### src/hdl/i2c_mra_pkg.sv
`timescale 1ns / 1ps
// Shared types, codes and constants of the I2C register access sequencer.
package i2c_mra_pkg;

	localparam int COUNT_BITS_DEFAULT = 16;
	localparam int SLOT_BITS = 16;
	localparam logic [SLOT_BITS-1:0] SLOT_RESET = 16'd1;

	// command codes
	localparam logic CMD_TICK  = 1'b0;
	localparam logic CMD_BEGIN = 1'b1;

	// R/W bit appended to the device address
	localparam logic RW_WRITE = 1'b0;
	localparam logic RW_READ  = 1'b1;

	typedef enum logic [14:0] {
		PH_IDLE   = 15'h0001,
		PH_START1 = 15'h0002,
		PH_ADDRW  = 15'h0004,
		PH_ACK1   = 15'h0008,
		PH_REG    = 15'h0010,
		PH_ACK2   = 15'h0020,
		PH_START2 = 15'h0040,
		PH_ADDRR  = 15'h0080,
		PH_ACK3   = 15'h0100,
		PH_RREL   = 15'h0200,
		PH_RBYTE  = 15'h0400,
		PH_SACK   = 15'h0800,
		PH_WBYTE  = 15'h1000,
		PH_WACK   = 15'h2000,
		PH_STOP   = 15'h4000
	} phase_t;

	typedef struct packed {
		logic        command;
		logic        is_read;
		logic [6:0]  target_addr;
		logic [7:0]  start_reg;
		logic [15:0] count;
		logic [7:0]  write_byte;
		logic        sda_in;
	} item_t;

	typedef struct packed {
		logic       scl_level;
		logic       sda_level;
		logic       busy_res;
		logic       write_taken;
		logic       read_valid;
		logic [7:0] read_data;
		logic       read_last;
		logic       ack_valid;
		logic       ack_bit;
		logic       done_res;
	} result_t;

endpackage

### src/hdl/i2c_mra_seq.sv
`timescale 1ns / 1ps
// Line-step sequencer: transfer state, slot timer and one-item step logic.
module i2c_mra_seq import i2c_mra_pkg::*; #(
	parameter int COUNT_BITS = COUNT_BITS_DEFAULT
) (
	input  logic                 clk,
	input  logic                 arst_n,
	input  logic                 cfg_we,
	input  logic [SLOT_BITS-1:0] cfg_data,
	input  logic                 accept,
	input  item_t                item,
	output result_t              res
);

	phase_t                phase_q, n_phase;
	logic [1:0]            step_q, n_step;
	logic [2:0]            bit_q, n_bit;
	logic [7:0]            shift_q, n_shift;
	logic [COUNT_BITS-1:0] left_q, n_left, left_dec;
	logic [SLOT_BITS-1:0]  timer_q, n_timer, slot_q, reload;
	logic                  scl_q, n_scl, sda_q, n_sda;
	logic [6:0]            dev_q;
	logic [7:0]            reg_q, send_src, rx_byte;
	logic                  rd_q;

	assign left_dec = left_q - COUNT_BITS'(1);
	assign reload   = (slot_q == '0) ? '0 : slot_q - SLOT_BITS'(1);
	assign rx_byte  = {shift_q[6:0], item.sda_in};

	always_comb begin
		unique case (phase_q) inside
			PH_ADDRW: send_src = {dev_q, RW_WRITE};
			PH_ADDRR: send_src = {dev_q, RW_READ};
			PH_REG:   send_src = reg_q;
			default:  send_src = item.write_byte;
		endcase
	end

	always_comb begin
		n_phase = phase_q;
		n_step  = step_q;
		n_bit   = bit_q;
		n_shift = shift_q;
		n_left  = left_q;
		n_timer = timer_q;
		n_scl   = scl_q;
		n_sda   = sda_q;
		res     = '0;
		if (accept) begin
			if (item.command == CMD_BEGIN) begin
				if (phase_q == PH_IDLE) begin
					n_phase = PH_START1;
					n_step  = '0;
					n_bit   = '0;
					n_shift = '0;
					n_timer = '0;
					n_left  = item.count[COUNT_BITS-1:0];
				end
			end else if (phase_q != PH_IDLE) begin
				if (timer_q != '0) begin
					n_timer = timer_q - SLOT_BITS'(1);
				end else begin
					n_timer = reload;
					unique case (phase_q) inside
						PH_START1, PH_START2: begin
							n_step = step_q + 2'd1;
							case (step_q)
								2'd0: n_sda = 1'b1;
								2'd1: n_scl = 1'b1;
								2'd2: n_sda = 1'b0;
								default: begin
									n_scl   = 1'b0;
									n_step  = '0;
									n_bit   = '0;
									n_phase = (phase_q == PH_START1) ? PH_ADDRW : PH_ADDRR;
								end
							endcase
						end
						PH_STOP: begin
							n_step = step_q + 2'd1;
							case (step_q)
								2'd0: n_scl = 1'b0;
								2'd1: n_sda = 1'b0;
								2'd2: n_scl = 1'b1;
								default: begin
									n_sda        = 1'b1;
									n_step       = '0;
									n_bit        = '0;
									n_phase      = PH_IDLE;
									res.done_res = 1'b1;
								end
							endcase
						end
						PH_ACK1, PH_ACK2, PH_ACK3, PH_WACK: begin
							n_step = step_q + 2'd1;
							case (step_q)
								2'd0: n_sda = 1'b1;
								2'd1: n_scl = 1'b1;
								2'd2: begin
									res.ack_valid = 1'b1;
									res.ack_bit   = item.sda_in;
								end
								default: begin
									n_scl  = 1'b0;
									n_step = '0;
									n_bit  = '0;
									case (phase_q)
										PH_ACK1: n_phase = PH_REG;
										PH_ACK2: begin
											if (rd_q)
												n_phase = PH_START2;
											else
												n_phase = (left_q != '0) ? PH_WBYTE : PH_STOP;
										end
										PH_ACK3: n_phase = (left_q != '0) ? PH_RREL : PH_STOP;
										default: begin
											n_left  = left_dec;
											n_phase = (left_dec != '0) ? PH_WBYTE : PH_STOP;
										end
									endcase
								end
							endcase
						end
						PH_ADDRW, PH_REG, PH_ADDRR, PH_WBYTE: begin
							if (phase_q == PH_WBYTE && bit_q == '0 && step_q == '0)
								res.write_taken = 1'b1;
							if (step_q == 2'd0) begin
								if (bit_q == '0) begin
									n_shift = send_src;
									n_sda   = send_src[7];
								end else begin
									n_sda = shift_q[7];
								end
								n_step = 2'd1;
							end else if (step_q == 2'd1) begin
								n_scl  = 1'b1;
								n_step = 2'd2;
							end else begin
								n_scl   = 1'b0;
								n_shift = {shift_q[6:0], 1'b0};
								n_step  = '0;
								n_bit   = bit_q + 3'd1;
								if (bit_q == 3'd7) begin
									case (phase_q)
										PH_ADDRW: n_phase = PH_ACK1;
										PH_REG:   n_phase = PH_ACK2;
										PH_ADDRR: n_phase = PH_ACK3;
										default:  n_phase = PH_WACK;
									endcase
								end
							end
						end
						PH_RREL: begin
							n_sda   = 1'b1;
							n_shift = '0;
							n_step  = '0;
							n_bit   = '0;
							n_phase = PH_RBYTE;
						end
						PH_RBYTE: begin
							if (step_q == 2'd0) begin
								n_scl  = 1'b1;
								n_step = 2'd1;
							end else if (step_q == 2'd1) begin
								n_shift = rx_byte;
								if (bit_q == 3'd7) begin
									res.read_valid = 1'b1;
									res.read_data  = rx_byte;
									res.read_last  = (left_q == COUNT_BITS'(1));
								end
								n_step = 2'd2;
							end else begin
								n_scl  = 1'b0;
								n_step = '0;
								n_bit  = bit_q + 3'd1;
								if (bit_q == 3'd7)
									n_phase = PH_SACK;
							end
						end
						PH_SACK: begin
							if (step_q == 2'd0) begin
								n_sda  = (left_q == COUNT_BITS'(1));
								n_step = 2'd1;
							end else if (step_q == 2'd1) begin
								n_scl  = 1'b1;
								n_step = 2'd2;
							end else begin
								n_scl   = 1'b0;
								n_left  = left_dec;
								n_step  = '0;
								n_bit   = '0;
								n_phase = (left_dec != '0) ? PH_RREL : PH_STOP;
							end
						end
						default: begin
							n_phase = PH_IDLE;
							n_step  = '0;
							n_bit   = '0;
						end
					endcase
				end
			end
		end
		res.scl_level = n_scl;
		res.sda_level = n_sda;
		res.busy_res  = (n_phase != PH_IDLE);
	end

	always_ff @(posedge clk or negedge arst_n) begin
		if (!arst_n) begin
			phase_q <= PH_IDLE;
			step_q  <= '0;
			bit_q   <= '0;
			left_q  <= '0;
			timer_q <= '0;
			scl_q   <= 1'b1;
			sda_q   <= 1'b1;
			rd_q    <= 1'b0;
			slot_q  <= SLOT_RESET;
		end else begin
			if (cfg_we)
				slot_q <= cfg_data;
			if (accept) begin
				phase_q <= n_phase;
				step_q  <= n_step;
				bit_q   <= n_bit;
				left_q  <= n_left;
				timer_q <= n_timer;
				scl_q   <= n_scl;
				sda_q   <= n_sda;
				if (item.command == CMD_BEGIN && phase_q == PH_IDLE)
					rd_q <= item.is_read;
			end
		end
	end

	// Payload registers: latched on begin, shifted on steps.
	always_ff @(posedge clk) begin
		if (accept) begin
			shift_q <= n_shift;
			if (item.command == CMD_BEGIN && phase_q == PH_IDLE) begin
				dev_q <= item.target_addr;
				reg_q <= item.start_reg;
			end
		end
	end

endmodule

### src/hdl/i2c_mra_outreg.sv
`timescale 1ns / 1ps
// Result register with valid/stall handshake toward the consumer.
module i2c_mra_outreg import i2c_mra_pkg::*; (
	input  logic    clk,
	input  logic    arst_n,
	input  logic    load,
	input  result_t res_in,
	input  logic    result_stall,
	output logic    result_valid,
	output result_t result,
	output logic    full_stalled
);

	logic    valid_q;
	result_t res_q;

	assign full_stalled = valid_q & result_stall;
	assign result_valid = valid_q;
	assign result       = res_q;

	always_ff @(posedge clk or negedge arst_n) begin
		if (!arst_n)
			valid_q <= 1'b0;
		else if (load)
			valid_q <= 1'b1;
		else if (!result_stall)
			valid_q <= 1'b0;
	end

	always_ff @(posedge clk) begin
		if (load)
			res_q <= res_in;
	end

endmodule

### src/hdl/i2c_master_register_access_core.sv
`timescale 1ns / 1ps
// Top level of the I2C master register access sequencer.
//
//   channel   direction  handshake                    payload
//   item      in         item_valid / item_stall      item_t   (command, tick data, sda_in)
//   result    out        result_valid / result_stall  result_t (line levels, status, data)
//   cfg       in         cfg_we                       cfg_data (slot_length)
//
// One transaction per cycle while item_stall is low: a transaction is taken and stepped
// in the cycle it arrives, and its result shows in the result register on the next cycle.
// The only wait comes from the result register: item_stall rises when it holds
// a result that the consumer is stalling; a new transaction is taken in the same
// cycle the held result drains.
// Reset leaves both lines released, the sequencer idle and slot_length at one.
module i2c_master_register_access_core import i2c_mra_pkg::*; #(
	parameter int COUNT_BITS = COUNT_BITS_DEFAULT
) (
	input  logic                 clk,
	input  logic                 arst_n,
	input  logic                 cfg_we,
	input  logic [SLOT_BITS-1:0] cfg_data,
	input  logic                 item_valid,
	output logic                 item_stall,
	input  item_t                item,
	output logic                 result_valid,
	input  logic                 result_stall,
	output result_t              result
);

	logic    accept;
	logic    full_stalled;
	result_t step_res;

	// Hold the input while the result register cannot drain.
	assign item_stall = full_stalled;
	assign accept     = item_valid & ~full_stalled;

	// Advance the sequencer by one transaction on every accept.
	i2c_mra_seq #(
		.COUNT_BITS(COUNT_BITS)
	) u_seq (
		.clk      (clk),
		.arst_n   (arst_n),
		.cfg_we   (cfg_we),
		.cfg_data (cfg_data),
		.accept   (accept),
		.item     (item),
		.res      (step_res)
	);

	// Capture the step result and present it to the consumer.
	i2c_mra_outreg u_outreg (
		.clk          (clk),
		.arst_n       (arst_n),
		.load         (accept),
		.res_in       (step_res),
		.result_stall (result_stall),
		.result_valid (result_valid),
		.result       (result),
		.full_stalled (full_stalled)
	);

endmodule

### config.mk
export PLATFORM = sky130hd
export DESIGN_NAME = i2c_master_register_access_core
export DESIGN_NICKNAME = d
export VERILOG_FILES = /design/src/hdl/i2c_mra_pkg.sv /design/src/hdl/i2c_mra_seq.sv /design/src/hdl/i2c_mra_outreg.sv /design/src/hdl/i2c_master_register_access_core.sv
export SDC_FILE = /design/constraint.sdc
export NUM_CORES = 1
export LEC_CHECK = 0
export BUFFER_PORTS_ARGS = -buffer_cell sky130_fd_sc_hd__clkbuf_2
export CAP_MARGIN = 20
export CORE_MARGIN = 4
export CORE_UTILIZATION = 55
export CTS_CLUSTER_SIZE = 12
export DETAILED_ROUTE_END_ITERATION = 8
export PLACE_DENSITY = 0.87
export SYNTH_ARGS = -nofsm -noshare
export SYNTH_HDL_FRONTEND = slang
export SYNTH_SLANG_ARGS = --single-unit
### constraint.sdc
create_clock -name clk -period 5.72 [get_ports clk]
set_input_delay 1.144 -clock clk [delete_from_list [all_inputs] [get_ports clk]]
set_output_delay 1.144 -clock clk [all_outputs]
set_load 0.005 [all_outputs]
==> run_results.csv, run 1 <==
group,metric,value,unit
critical_path,path_buf_inv,1,
critical_path,required,5.99,ns
min_path,hold_path_depth,2,
cts,cts_root_buffer,"clkbuf_16",
cells_and_area,drive_gt1_share,16.2,%
routing,drt_iter0_drc,686,
critical_path,crit_family,"simple AND/OR/NAND/NOR gates",
global_routing,antenna_found_initial,0,
global_routing,grt_use_met1,36.5,%
logic_synthesis,yosysTopAreaCell,"dfrtp_1",
global_routing,grt_max_degree,73,
critical_path,cp_max_fo,12,
logic_synthesis,synth_top_area_share,24.6,%
routing,vias,6516,
die,initial_core_util,56.8,%
global_routing,grt_usage,26.4,%
timing,tightest_slew,1.08,ns
critical_path,critical_path_cell_count,8,
die,core,12200,µm²
cts,hold_buffers,0,
logic_synthesis,syn_area,6910,µm²
timing,hold_viol_final,0,
logic_synthesis,synth_ff_type,"dfrtp_1",
timing,finalSetupTns,0,ns
die,die_area,14400,µm²
global_routing,grt_pass1_wl,30400,µm
timing,slew_headroom,27.3,%
die,die_w,120,µm
cells_and_area,final_util,63.5,%
routing,drc,0,
global_routing,grt_use_met2,40.8,%
cells_and_area,antenna_cells,0,
status,status,"completed",
global_routing,grt_overflow,0,
routing,via_per_inst,6.41,
place,place_hpwl,13400,µm
cts,cts_tree,"done",
global_routing,grtUsageMet3,4.52,%
cts,cts_buffers,9,
critical_path,crit_path_end_kind,"flip-flop",
power_and_ir_drop,p_per_area,391,nW/µm²
timing,fin_crit_sh,76.8,%
logic_synthesis,synth-edff-count,40,
place,dp_slack,1.35,ns
critical_path,cp_slowest_cell,"nor3_1",
global_routing,grt_pass1_vias,5979,
logic_synthesis,ys_warn_count,0,
cts,htreeDepth,3,
critical_path,crit_chain,"or4_1 > nor4_2 > inv_1 > ha_1 > nand2b_1 > nor3_1 > nand3_1 > o31ai_1",
logic_synthesis,synthArstFlopShare,64.3,%
place,port_buffers,81,
critical_path,max_stage_delay,0.82,ns
place,gp_congestion,1.02,
critical_path,worstRegToRegCells,8,
cells_and_area,multi_input_area,3670,µm²
cts,clock_latency,0.37,ns
cts,cts_setup_buffers,0,
power_and_ir_drop,peakVddDrop,0.000262,V
cells_and_area,finalNetCount,924,
logic_synthesis,ys_seq_area_share,43.5,%
cts,cts_num_sinks,112,
timing,skew,0.0113,ns
timing,layout_setup_ws,1.33,ns
power_and_ir_drop,leakage,3.04,nW
timing,setup_viol,0,
routing,drtAntennaViolNets,0,
cells_and_area,n_fill_cell,1038,
critical_path,crit_path_start_kind,"flip-flop",
die,die_h,120,µm
flow_run,maxCapViolations,0,
logic_synthesis,syn_nets,866,
die,io_pins,82,
timing,fin_crit,4.39,ns
cts,cts_resized,0,
cts,clkTransAtPathRegs,0.08,ns
routing,post_drt_wl_per_cell,18.4,µm
global_routing,top_usage_layer,"met2",
routing,drt-pass1-iter-count,6,
logic_synthesis,syn_avg_cell_area,8.80,µm²
cells_and_area,area_growth,11.8,%
timing,slew_violations,0,
logic_synthesis,synthDistinctLibCells,70,
timing,rsz0062_at_grt,"false",
critical_path,crit_type,"flip-flop to flip-flop",
routing,drt_wl_total,18700,µm
cts,ctsLongestPathBuffers,2,
die,rows,40,
min_path,hold_path_class,"flip-flop to flip-flop",
logic_synthesis,synth_seq_cells,112,
timing,fmax,228,MHz
logic_synthesis,synth_cells,785,
logic_synthesis,synthTopCellsByArea,"dfrtp_1 25%, edfxtp_1 17%, o21ai_0 5.0%, nand2_1 4.7%, nor2_1 4.2%",
cells_and_area,seq_area,3010,µm²
critical_path,arrival,4.66,ns
## sequential cells by signal, indices dropped and copies added, names as in the netlist
name / flops
u_outreg.result: 17
u_seq.left_q: 16
u_seq.slot_q: 16
u_seq.timer_q: 16
u_seq.phase_q: 15
u_seq.reg_q: 8
u_seq.shift_q: 8
u_seq.dev_q: 7
u_seq.bit_q: 3
u_seq.step_q: 2
u_outreg.result_valid: 1
u_seq.rd_q: 1
u_seq.scl_q: 1
u_seq.sda_q: 1
## cell usage in the layout, fill, tap and decap left out, drive strengths merged, types with 23 or more instances in the layout
cell	instances
nand2	87
o21ai	70
inv	24
edfxtp	40
nand3	24
nor3	44
clkbuf	89
nor4	23
dfrtp	68
nor2	77
a21oi	55
## layer usage
metal	vias to the layer above	share of wire [%]	wire length [µm]
met5	-	0	0
met4	0	3.4	638
met3	60	8.3	1560
met2	340	46	8570
met1	3059	42	7940
li1	3057	-	-
## final timing paths
| check | start | slack, ns | end |
|---|---|---|---|
| setup / recovery | u_seq.phase_q[6] | 1.33 | u_seq.timer_q[11] |
| hold / removal | u_seq.timer_q[12] | 0.50 | u_seq.timer_q[12] |
| setup reg to reg | u_seq.phase_q[6] | 1.33 | u_seq.timer_q[11] |
| hold reg to reg | u_seq.timer_q[12] | 0.50 | u_seq.timer_q[12] |
| max in group asynchronous | arst_n | 4.17 | u_seq.timer_q[13] |
| min in group asynchronous | arst_n | 0.89 | u_seq.phase_q[2] |
## cell type report
type                    count  area share (%)
well taps                 168            2.72
clock buffers               9            2.91
clock inverters             7            1.15
multi-input cells         612            47.5
flip-flops and latches    112            38.9
repair buffers             87            5.80
inverters                  21            1.02
## kinds of logic (layout without fill, tap and decap cells)
| group | after synthesis | after routing | share of synthesized area [%] |
|---|---|---|---|
| AND/OR/NAND/NOR | 353 | 353 | 26.4 |
| multiplexers | 14 | 14 | 2.28 |
| adder cells (fa/ha/maj) | 18 | 18 | 3.26 |
| flip-flops | 112 | 112 | 43.5 |
| AO/OA/AOI/OAI | 209 | 209 | 18.8 |
| buffers and inverters | 61 | 124 | 3.48 |
| XOR/XNOR | 18 | 18 | 2.28 |
## synthesized netlist by cell type, types with 5 or more instances
| cell | count |
|---|---|
| mux2_2 | 14 |
| inv_1 | 21 |
| a31oi_1 | 10 |
| o31ai_1 | 6 |
| nor2_1 | 77 |
| nor4_1 | 22 |
| xor2_1 | 10 |
| a22oi_1 | 15 |
| or4_1 | 10 |
| nand2_1 | 87 |
| nand3_1 | 24 |
| and2_1 | 11 |
| a21oi_1 | 55 |
| xnor2_1 | 8 |
| or3_1 | 14 |
| dfrtp_1 | 68 |
| clkbuf_1 | 35 |
| nor2b_1 | 6 |
| edfxtp_1 | 40 |
| nand3b_1 | 5 |
| ha_1 | 18 |
| nand2b_1 | 5 |
| nor3_1 | 43 |
| o21ai_0 | 69 |
| nand4b_1 | 7 |
| nand4_1 | 12 |
| nor4b_1 | 5 |
## metrics by stage
stage	hold WS, ns	power [mW]	cell area (µm²)	instances
2_1_floorplan	0.459	2.00	6910	785
3_3_place_gp	0.488	2.31	7400	998
3_5_place_dp	0.490	2.32	7400	998
4_1_cts	0.505	2.99	7720	1014
5_1_grt	0.527	3.21	7730	1016
6_report	0.498	3.02	7730	1016
## report_power, final
group	internal [mW]	total [mW]	switching [mW]
combinational	0.419	1.15	0.736
clock	0.350	0.670	0.321
sequential	0.990	1.20	0.207
## worst register-to-register path: cells and delay by family, from the launching register on
family / cells / cell delay (ns)
adder cells (fa/ha/maj): 1 / 0.37
AND/OR/NAND/NOR: 5 / 2.88
flip-flops: 1 / 0.48
AO/OA/AOI/OAI: 1 / 0.32
buffers and inverters: 1 / 0.24
No activity file was read; power rests on OpenSTA's default activity.
==> run 2: changes to the inputs <==
clock period = 4.4 ns   (was 5.72 ns; I/O delays follow)
==> run 2 against run 1 <==
Hold slack improved by 0.011 ns. Cell count increased by 1.1%. Critical path type unchanged. Critical endpoint is now u_outreg.result[14]. Non-clock buffer count increased by 11.
==> run_results.csv, run 2 (synthesis results as in run 1) <==
group,metric,value,unit
power_and_ir_drop,p_comb_share,39.3,%
timing,hold_viol_final,0,
cells_and_area,drive_gt1_share,17.0,%
cells_and_area,area_growth,12.6,%
cells_and_area,seq_area,3010,µm²
global_routing,grt_pass1_wl,31600,µm
cts,hold_buffers,0,
global_routing,grt_pass1_vias,6344,
routing,drt_iter0_drc,739,
cts,cts_root_buffer,"clkbuf_16",
die,rows,40,
timing,setup_viol,0,
cts,cts_tree,"done",
cells_and_area,multi_input_area,3670,µm²
power_and_ir_drop,pwr-share-seq,40.3,%
cts,cts_resized,0,
routing,drtAntennaViolNets,0,
routing,drt_wl_total,19200,µm
timing,fin_crit_sh,90.7,%
cells_and_area,largest_register_ffs,17,
cts,cts_setup_buffers,0,
power_and_ir_drop,switching_power,1.65,mW
power_and_ir_drop,p_int,2.24,mW
routing,drc,0,
power_and_ir_drop,p_sw_share,42.3,%
critical_path,crit_path_start_kind,"flip-flop",
timing,rsz0062_at_grt,"false",
cells_and_area,final_common_cell,"nand2_1",
power_and_ir_drop,clkPwrFrac,20.4,%
die,die_area,14400,µm²
flow_run,maxCapViolations,0,
power_and_ir_drop,p_per_area,500,nW/µm²
timing,fin_crit,3.99,ns
die,die_w,120,µm
power_and_ir_drop,peakVddDrop,0.000321,V
timing,fmax,251,MHz
place,port_buffers,81,
power_and_ir_drop,leakage,3.08,nW
min_path,hold_path_class,"flip-flop to flip-flop",
cells_and_area,antenna_cells,0,
status,status,"completed",
global_routing,grt_overflow,0,
cts,clock_latency,0.36,ns
timing,slew_violations,0,
cts,htreeDepth,3,
timing,skew,0.0130,ns
global_routing,antenna_found_initial,0,
die,io_pins,82,
cts,clkTransAtPathRegs,0.07,ns
timing,tightest_slew,0.988,ns
critical_path,crit_path_end_kind,"flip-flop",
timing,slew_headroom,33.5,%
critical_path,crit_chain,"inv_1 > ha_1 > or4b_1 > or4_1 > or3_1 > a211o_1 > or2_1 > nor4b_2 > nand4_1",
critical_path,required,4.49,ns
place,place_area,7500,µm²
cells_and_area,final_area,7780,µm²
cts,cts_num_sinks,112,
routing,drt-pass1-iter-count,5,
cells_and_area,n_fill_cell,1072,
cts,ctsLongestPathBuffers,2,
global_routing,grt_max_degree,73,
die,die_h,120,µm
critical_path,arrival,4.08,ns
critical_path,max_stage_delay,0.76,ns
critical_path,cp_slowest_cell,"or4_1",
place,place_hpwl,14100,µm
place,gp_congestion,1.02,
cts,cts_buffers,9,
die,core,12200,µm²
timing,finalSetupTns,0,ns
routing,vias,6593,
die,initial_core_util,56.8,%
cells_and_area,final_util,64.0,%
routing,post_drt_wl_per_cell,18.7,µm
critical_path,crit_type,"flip-flop to flip-flop",
routing,via_per_inst,6.42,
critical_path,cp_max_fo,14,
global_routing,grt_usage,27.2,%
cells_and_area,finalNetCount,935,
cells_and_area,final_cell_mix,"87 x nand2_1, 80 x clkbuf_2, 77 x nor2_1, 69 x o21ai_0, 68 x dfrtp_1",
[run 2: changes by cell type in the layout (fill, tap and decap cells not counted), sizes merged]
cell	before	now
bufinv	1	0
buf	7	18
clkinv	2	1
clkbuf	89	90
inv	24	25
[run 2: layer usage]
metal | vias to the layer above | track usage [%] | share of wire, %
met2 | 338 | 43.9 | 47
met3 | 56 | 5.47 | 8.8
met1 | 3127 | 35.8 | 41
met5 | - | 0 | 0
li1 | 3072 | - | -
met4 | 0 | 11.0 | 3.2
[run 2: worst paths after layout]
kind | cells past startpoint | endpoint | slack [ns] | from
max reg2reg | 9 | u_outreg.result[14] | 0.41 | u_seq.timer_q[0]
max in group asynchronous | 1 | u_seq.bit_q[2] | 3.13 | arst_n
max | 9 | u_outreg.result[14] | 0.41 | u_seq.timer_q[0]
min | 1 | u_seq.timer_q[14] | 0.51 | u_seq.timer_q[14]
min in group asynchronous | 1 | u_seq.rd_q | 0.65 | arst_n
min reg2reg | 1 | u_seq.timer_q[14] | 0.51 | u_seq.timer_q[14]
[run 2: area by class of cell]
cell class | count | share of cell area (%)
multi-input cells | 612 | 47.2
flip-flops and latches | 112 | 38.6
repair buffers | 98 | 6.88
clock buffers | 10 | 2.94
well taps | 168 | 2.70
inverters | 21 | 1.01
clock inverters | 6 | 0.659
[run 2: critical path: cells and delay by family, from the launching register on]
kind	cells	cell delay [ns]
AND/OR/NAND/NOR	6	2.63
flip-flops	1	0.43
AO/OA/AOI/OAI	1	0.39
adder cells (fa/ha/maj)	1	0.19
buffers and inverters	1	0.08
[run 2: per-stage QoR]
step / power [mW] / std cells / worst slack (ns) / hold slack (ns)
after detailed placement: 3.05 / 1011 / 0.469 / 0.498
after CTS: 3.85 / 1027 / 0.456 / 0.505
after global routing: 4.14 / 1027 / 0.208 / 0.533
final: 3.89 / 1027 / 0.411 / 0.509
after floorplan: 2.60 / 785 / 0.950 / 0.459
after global placement: 3.01 / 1011 / 0.532 / 0.486
[run 2: power groups by stage]
stage | combinational (mW) | sequential [mW] | clock, mW
after global routing | 1.71 | 1.60 | 0.841
after floorplan | 1.13 | 1.46 | 0
after detailed placement | 1.48 | 1.57 | 0
after global placement | 1.45 | 1.56 | 0
after CTS | 1.49 | 1.55 | 0.805
final | 1.53 | 1.57 | 0.792
==> run 3: changes to the inputs <==
CORE_ASPECT_RATIO = 0.7   (was not set)
GPL_ROUTABILITY_DRIVEN = 1   (was not set)
==> run 3 against run 2 <==
Clock skew shrank 0.0020 ns. Design area about the same. Register-to-register slack lost 0.11 ns. Fmax is 2.8% lower. Sequential cell count unchanged. Utilization up 0.95 points. Global-route usage up 0.23 points. Via count increased by 0.56%. Total power grew 1.2%. Sequential share of layout area barely moved. Clock-buffer cell count fell by 1. Largest power group unchanged. Highest routed layer is now met5.
==> run_results.csv, run 3 (synthesis results as in run 1) <==
group,metric,value,unit
routing,vias,6630,
cts,clock_latency,0.36,ns
global_routing,grt_pass1_vias,5970,
cells_and_area,antenna_cells,0,
cells_and_area,area_growth,12.5,%
cts,cts_buffers,9,
global_routing,grt_pass1_wl,31200,µm
cells_and_area,finalNetCount,935,
routing,via_per_inst,6.53,
cells_and_area,largest_register_ffs,17,
cells_and_area,final_common_cell,"nand2_1",
timing,fmax,244,MHz
timing,skew,0.0110,ns
global_routing,grt_usage,27.4,%
critical_path,crit_family,"simple AND/OR/NAND/NOR gates",
place,place_area,7490,µm²
die,io_pins,82,
routing,drt_wl_total,19600,µm
routing,drc,0,
critical_path,rrSetupSlack,0.30,ns
cts,clkTransAtPathRegs,0.08,ns
die,die_w,142,µm
power_and_ir_drop,peakVddDrop,0.000254,V
cts,ctsLongestPathBuffers,2,
die,die_h,102,µm
status,status,"completed",
critical_path,max_stage_delay,0.76,ns
critical_path,cp_slowest_cell,"or4_1",
cts,cts_tree,"done",
cells_and_area,drive_gt1_share,17.2,%
routing,drt_iter0_drc,931,
critical_path,cp_max_fo,10,
cells_and_area,final_cell_mix,"87 x nand2_1, 80 x clkbuf_2, 77 x nor2_1, 69 x o21ai_0, 68 x dfrtp_1",
timing,setup_viol,0,
cells_and_area,final_area,7780,µm²
critical_path,required,4.49,ns
power_and_ir_drop,p_per_area,506,nW/µm²
timing,hold_viol_final,0,
cts,htreeDepth,3,
cts,cts_resized,0,
die,rows,33,
routing,drt-pass1-iter-count,7,
critical_path,worstRegToRegCells,10,
cells_and_area,final_util,64.9,%
cts,hold_buffers,0,
global_routing,antenna_found_initial,0,
global_routing,grt_max_degree,73,
flow_run,maxCapViolations,0,
timing,tightest_slew,0.981,ns
critical_path,crit_path_end_kind,"flip-flop",
cts,cts_root_buffer,"clkbuf_16",
critical_path,r2r_start,"u_seq.timer_q[0]",
routing,post_drt_wl_per_cell,19.3,µm
critical_path,crit_chain,"inv_1 > ha_1 > or4b_1 > or4_1 > nor3_1 > o21ai_0 > a2111o_1 > o21a_1 > nor4_1 > nand4_1",
place,port_buffers,81,
place,gp_congestion,1.04,
critical_path,r2r_end,"u_outreg.result[14]",
die,core,12000,µm²
min_path,whs_endpoint,"u_seq.timer_q[11]",
critical_path,crit_type,"flip-flop to flip-flop",
critical_path,path_buf_inv,1,
global_routing,grt_overflow,0,
timing,slew_violations,0,
timing,rsz0062_at_grt,"false",
die,die_area,14500,µm²
die,initial_core_util,57.7,%
routing,drtAntennaViolNets,0,
min_path,hold_path_class,"flip-flop to flip-flop",
cts,cts_num_sinks,112,
timing,fin_crit,4.10,ns
critical_path,crit_path_start_kind,"flip-flop",
power_and_ir_drop,leakage,3.09,nW
timing,finalSetupTns,0,ns
place,place_hpwl,14400,µm
timing,slew_headroom,34.6,%
critical_path,arrival,4.20,ns
timing,fin_crit_sh,93.3,%
min_path,hold_path_depth,1,
min_path,hold_start,"u_seq.timer_q[11]",
critical_path,critical_path_cell_count,10,
cts,cts_setup_buffers,0,
## run 3: cell count changes in the layout (fill, tap and decap cells not counted), sizes merged
cell / previous run / this run
clkinv: 1 / 3
clkbuf: 90 / 89
clkinvlp: 1 / 0
## run 3: stage by stage
stage / hold WS (ns) / cells / setup WS [ns] / total power [mW]
detailed placement: 0.505 / 1000 / 0.449 / 3.07
floorplan: 0.459 / 785 / 0.950 / 2.60
global route: 0.539 / 1016 / 0.262 / 4.19
CTS: 0.520 / 1016 / 0.422 / 3.89
finish: 0.528 / 1016 / 0.297 / 3.94
global placement: 0.491 / 1000 / 0.575 / 3.04
## run 3: final cells by class
type,count,area (µm²)
clock inverter,7,62.6
clock buffer,9,225
inverter,21,78.8
sequential,112,3010
fill,1016,4200
timing repair buffer,98,536
tap,157,196
multi-input combinational,612,3670
## run 3: worst max-delay path by stage
stage	start	endpoint
final	u_seq.timer_q[0]	u_outreg.result[14]
after global routing	u_seq.timer_q[0]	u_outreg.result[14]
after CTS	u_seq.timer_q[0]	u_outreg.result[14]
after detailed placement	u_seq.timer_q[0]	u_outreg.result[14]
after global placement	u_seq.timer_q[0]	u_outreg.result[14]
after floorplan	u_seq.timer_q[0]	u_outreg.result[14]
## run 3: power by group
group / internal [mW] / switching [mW]
clock: 0.398 / 0.412
combinational: 0.560 / 1.00
sequential: 1.29 / 0.278
## run 3: metal layers
metal / GRT usage [%] / routed length, µm
met5: 3.95 / 77
met4: 5.16 / 210
met3: 9.20 / 2580
met2: 38.3 / 7970
met1: 41.2 / 8790
